--- config.mk ---
export PLATFORM = sky130hd
export DESIGN_NAME = mleo_ram
export DESIGN_NICKNAME = d
export VERILOG_FILES = /design/src/hw/rtl/mleo_ram.sv
export SDC_FILE = /design/constraint.sdc
export NUM_CORES = 2
export LEC_CHECK = 0
export BUFFER_PORTS_ARGS = -buffer_cell sky130_fd_sc_hd__buf_2
export CAP_MARGIN = 20
export CORE_ASPECT_RATIO = 1.75
export CORE_UTILIZATION = 37
export DETAILED_ROUTE_END_ITERATION = 16
export GPL_TIMING_DRIVEN = 0
export PLACE_DENSITY_LB_ADDON = 0.1
export SYNTH_ARGS = -nofsm -noshare
export SYNTH_HDL_FRONTEND = slang
export SYNTH_SLANG_ARGS = --single-unit
export TNS_END_PERCENT = 10
--- constraint.sdc ---
create_clock -name clock -period 8 [get_ports clock]
set_input_delay 0 -clock clock [delete_from_list [all_inputs] [get_ports clock]]
set_output_delay 0 -clock clock [all_outputs]
set_load 0.01 [all_outputs]
--- src/hw/rtl/mleo_ram.sv ---
// Generic single-write, single-read RAM with registered read data.
// No dependencies.
`default_nettype none

module mleo_ram #(
   parameter int WIDTH = 32,
   parameter int DEPTH = 64
) (
   input  wire logic                     clock,
   input  wire logic                     wr_en,
   input  wire logic [$clog2(DEPTH)-1:0] wr_addr,
   input  wire logic [WIDTH-1:0]         wr_data,
   input  wire logic                     rd_en,
   input  wire logic [$clog2(DEPTH)-1:0] rd_addr,
   output logic      [WIDTH-1:0]         rd_data
);

   logic [WIDTH-1:0] mem_ff [DEPTH];
   logic [WIDTH-1:0] rd_data_ff;

   // Write port.
   always_ff @(posedge clock) begin
      if (wr_en) begin
         mem_ff[wr_addr] <= wr_data;
      end
   end

   // Registered read port.
   always_ff @(posedge clock) begin
      if (rd_en) begin
         rd_data_ff <= mem_ff[rd_addr];
      end
   end

   assign rd_data = rd_data_ff;

endmodule

`default_nettype wire

==> Word-level counts from Yosys, hierarchy flattened <==
Memory sizes are Yosys's and may differ from the RTL's. A register that Yosys moved wholly into a read port is not among the register bits.
Cells that the tools add are included.
{ "totals": {"n_memories": 1, "word_cells": 3, "input_bits": 47, "register_bits": 0, "out_inout_bits": 32, "ramBits": 2048} }
{ "op_classes": {"mux": 2} }
{ "mem_list": {"columns": ["memory", "words", "width", "read_ports", "rd_clocked_by_memory_dff", "wr", "line_no", "text"], "rows": [
  ["mem_ff", 64, 32, 1, 1, 1, "18", "logic [WIDTH-1:0] mem_ff [DEPTH];"]
]} }
{ "ops": {"columns": ["op", "n"], "rows": [
  ["$mux W1", 2]
]} }

==> Depth between registers and ports, before layout <==
{ "depth": {"depth_word": 2, "ltp_mapped": 10, "mapped_depth_nobuf": 5} }

==> Least setup slack after synthesis <==
Ideal clock, no wire load.
{ "synth_timing": {"path_type": "input to register", "start": "input port wr_addr[3]", "end": "memory mem_ff[48][0], enable pin", "setup_time_ns": 0.461, "arrival_ns": 2.699, "stages": 4, "setup_slack_ns": 4.840, "n_path_buf": 1, "required_time_ns": 7.539, "cell_sequence": "clkbuf_1 nor2b_1 nand4b_1 nor3_1"} }
{ "synth_rtl": {"columns": ["element", "line_no", "text"], "rows": [
  ["start: declaration", "11", "input wire logic [$clog2(DEPTH)-1:0] wr_addr,"],
  ["end: declaration", "18", null]
]} }
Straight into the memory's write port.

==> results.json <==
{
  "status": "complete, no violations",
  "synth_fp_nets": 3371,
  "grt_pass1_wl_um": 356000,
  "holdPathStages": 2,
  "cts.htree.levels": 4,
  "hold_class": "input port to flip-flop",
  "synthTopCellsByArea": "edfxtp_1 (79%), mux4_2 (16%), mux2i_1 (1.2%)",
  "clock_latency_ns": 0.83,
  "seq_area_frac_synth_pct": 79.2,
  "path_max_fanout": 10,
  "syn_inst": 3324,
  "worstMarginPinSlew_ns": 1.12,
  "arrival_ns": 4.04,
  "dr.pass1.iters": 6,
  "avgSynthCellArea_um2": 23.7,
  "drc": 0,
  "ant_nets": 0,
  "critical_path_class": "input port to flip-flop",
  "nFillCells": 18000,
  "ys_top_cells_by_count": "edfxtp_1 (2,080), mux4_2 (544), nor2_1 (137)",
  "yosysWarningCount": 0,
  "syn-cell-area_um2": 78800,
  "start_kind": "input port",
  "slew_headroom_pct": 25.5,
  "p_per_area_nw_per_um2": 244,
  "reg2reg_depth": 4,
  "antenna_found_initial": 28,
  "drt_iter0_drc": 4455,
  "cts_sinks": 2080,
  "clk_path_buf_depth": 4,
  "dieArea_um2": 215000,
  "dpl_cell_area_um2": 85800,
  "finalCritPeriodShare_pct": 42.8,
  "required_ns": 8.61,
  "r2r-start": "mem_ff[28][16]",
  "fin_tns_setup_ns": 0,
  "overflow": 0,
  "synth_top_area_cell": "edfxtp_1",
  "yosys.area_share.adder_pct": 0,
  "synth_compound_area_share_pct": 1.67,
  "skew_ns": 0.0250,
  "synth_top_family_by_area": "multiplexers",
  "viasPerCell": 5.67,
  "whs_ns": 0.0715,
  "die_height_um": 613,
  "cap_violations": 0,
  "initial_core_util_pct": 37.3,
  "dpl.hpwl_um": 185000,
  "maxSlewViolCount": 0,
  "vias": 38200,
  "rows": 223,
  "clkTransAtPathRegs_ns": 0.07,
  "crit_path_start": "rd_addr[1]",
  "cts_tree": "built",
  "globalplace.congestion": 0.879,
  "synth_xor_area_share_pct": 0,
  "fmax_mhz": 292,
  "grt_max_degree": 65,
  "die_x_um": 351,
  "grt_usage_pct": 25.2,
  "syn2layout_area_growth_pct": 17.0,
  "wl_per_cell_um": 40.0,
  "first_global_vias": 39400,
  "num-nets-final": 3810,
  "fp.coreArea_um2": 211000,
  "synth.distinct_cells": 33,
  "rsz0062_at_grt": "no",
  "layout-drive-gt1-share_pct": 29.9,
  "ios": 79,
  "wirelength_um": 269000,
  "cts_root_buffer": "clkbuf_16",
  "cts_made_buffers": 194,
  "rrSetupSlack_ns": 5.22,
  "synth_ff_type": "edfxtp_1",
  "post-synth-top-count-cell": "edfxtp_1",
  "hold_start": "wr_data[8]",
  "ys_async_sr_fraction_pct": 0,
  "cp-end-kind": "flip-flop",
  "hold_viol": 0,
  "peakVddDrop_uv": 184,
  "cts_setup_buffers": 0,
  "synthMuxAreaShare_pct": 16.7,
  "synthSimpleGateAreaFrac_pct": 1.26,
  "yosysTopAreaCellShare_pct": 79.2,
  "setup_viol": 0,
  "leakage_nw": 28.4,
  "portBuffers": 70,
  "fin_crit_ns": 3.43,
  "synth-edff-count": 2080,
  "synth_seq_cells": 2080,
  "final_area_um2": 92200
}
-- registers in the layout, summed over array words and instances, names as in the netlist --
name / cells
mem_ff: 2048
rd_data: 32
-- cell usage in the layout (no fill, tap or decap), types with 15 or more instances in the layout --
master,count
nor2b_1,15
clkinv_1,46
buf_12,84
nor2_1,75
edfxtp_1,2080
buf_2,121
clkbuf_1,108
clkinv_2,28
nor2_4,62
o221ai_1,27
dlygate4sd3_1,37
mux4_2,544
buf_4,34
clkbuf_16,197
o22ai_1,84
a21oi_1,62
buf_8,24
buf_16,22
mux2i_1,93
nand2_1,26
buf_1,18
-- worst paths after layout --
| check | endpoint |
|---|---|
| worst max-delay path | rd_data[12] |
| worst min-delay path | mem_ff[37][8] |
| worst max register to register | rd_data[16] |
| worst min register to register | rd_data[4] |
-- power breakdown --
| part | internal [mW] | leakage, nW | switching (mW) |
|---|---|---|---|
| clock | 4.92 | 2.87 | 4.09 |
| sequential | 12.1 | 18.7 | 0.0196 |
| combinational | 0.463 | 6.82 | 0.961 |
-- stage by stage --
stage	std cells	utilization (%)	power (mW)	setup slack, ns
finish	6728	43.7	22.5	4.57
global route	6720	43.7	23.1	4.75
CTS	6713	43.6	22.7	4.63
detailed placement	6336	40.6	13.8	3.72
global placement	6206	39.2	13.7	1.01
floorplan	3324	-	12.9	4.84
-- worst max-delay path, cell delays in order --
cell and delay, ns:
buf_2 0.34, buf_2 0.38, buf_2 0.47, clkbuf_1 0.72, buf_2 0.62, mux2i_1 0.29
a21oi_1 0.76, a21oi_1 0.08, nor2_1 0.33
-- logic make-up (layout without fill, tap and decap cells) --
logic type / Yosys count / in the layout
other: 0 / 9
flip-flops: 2080 / 2080
multiplexers: 637 / 637
AO/OA/AOI/OAI: 202 / 202
buffers and inverters: 182 / 765
AND/OR/NAND/NOR: 223 / 223
-- layer usage --
layer  part of all wire (%)  vias to the layer above  GRT usage (%)  routed length, um
met4                    6.3                       16           13.6              16800
met1                     34                    21100           28.1              92500
met5                  0.035                        -              0                 95
li1                       -                    15200              -                  -
met2                     54                     1374           46.3             146000
met3                    5.2                      446           3.21              13900
-- what timing repair did --
| action | 4_1_cts | 5_1_grt |
|---|---|---|
| hold endpoints to repair | 2061 | 0 |
| gates resized for setup | 0 | 0 |
| hold buffers | 37 | 0 |
| setup endpoints to repair | 0 | 0 |
-- layout make-up --
cell class | instances | area, um^2 | share of cell area, %
Clock inverter | 100 | 810 | 0.878
Timing Repair Buffer | 243 | 3460 | 3.75
Multi-Input combinational cell | 1062 | 16000 | 17.3
Sequential cell | 2080 | 62500 | 67.7
Buffer | 182 | 901 | 0.977
Antenna cell | 9 | 22.5 | 0.0244
Tap cell | 2812 | 3520 | 3.81
Clock buffer | 240 | 5090 | 5.52
(Power assumes the default switching activity.)
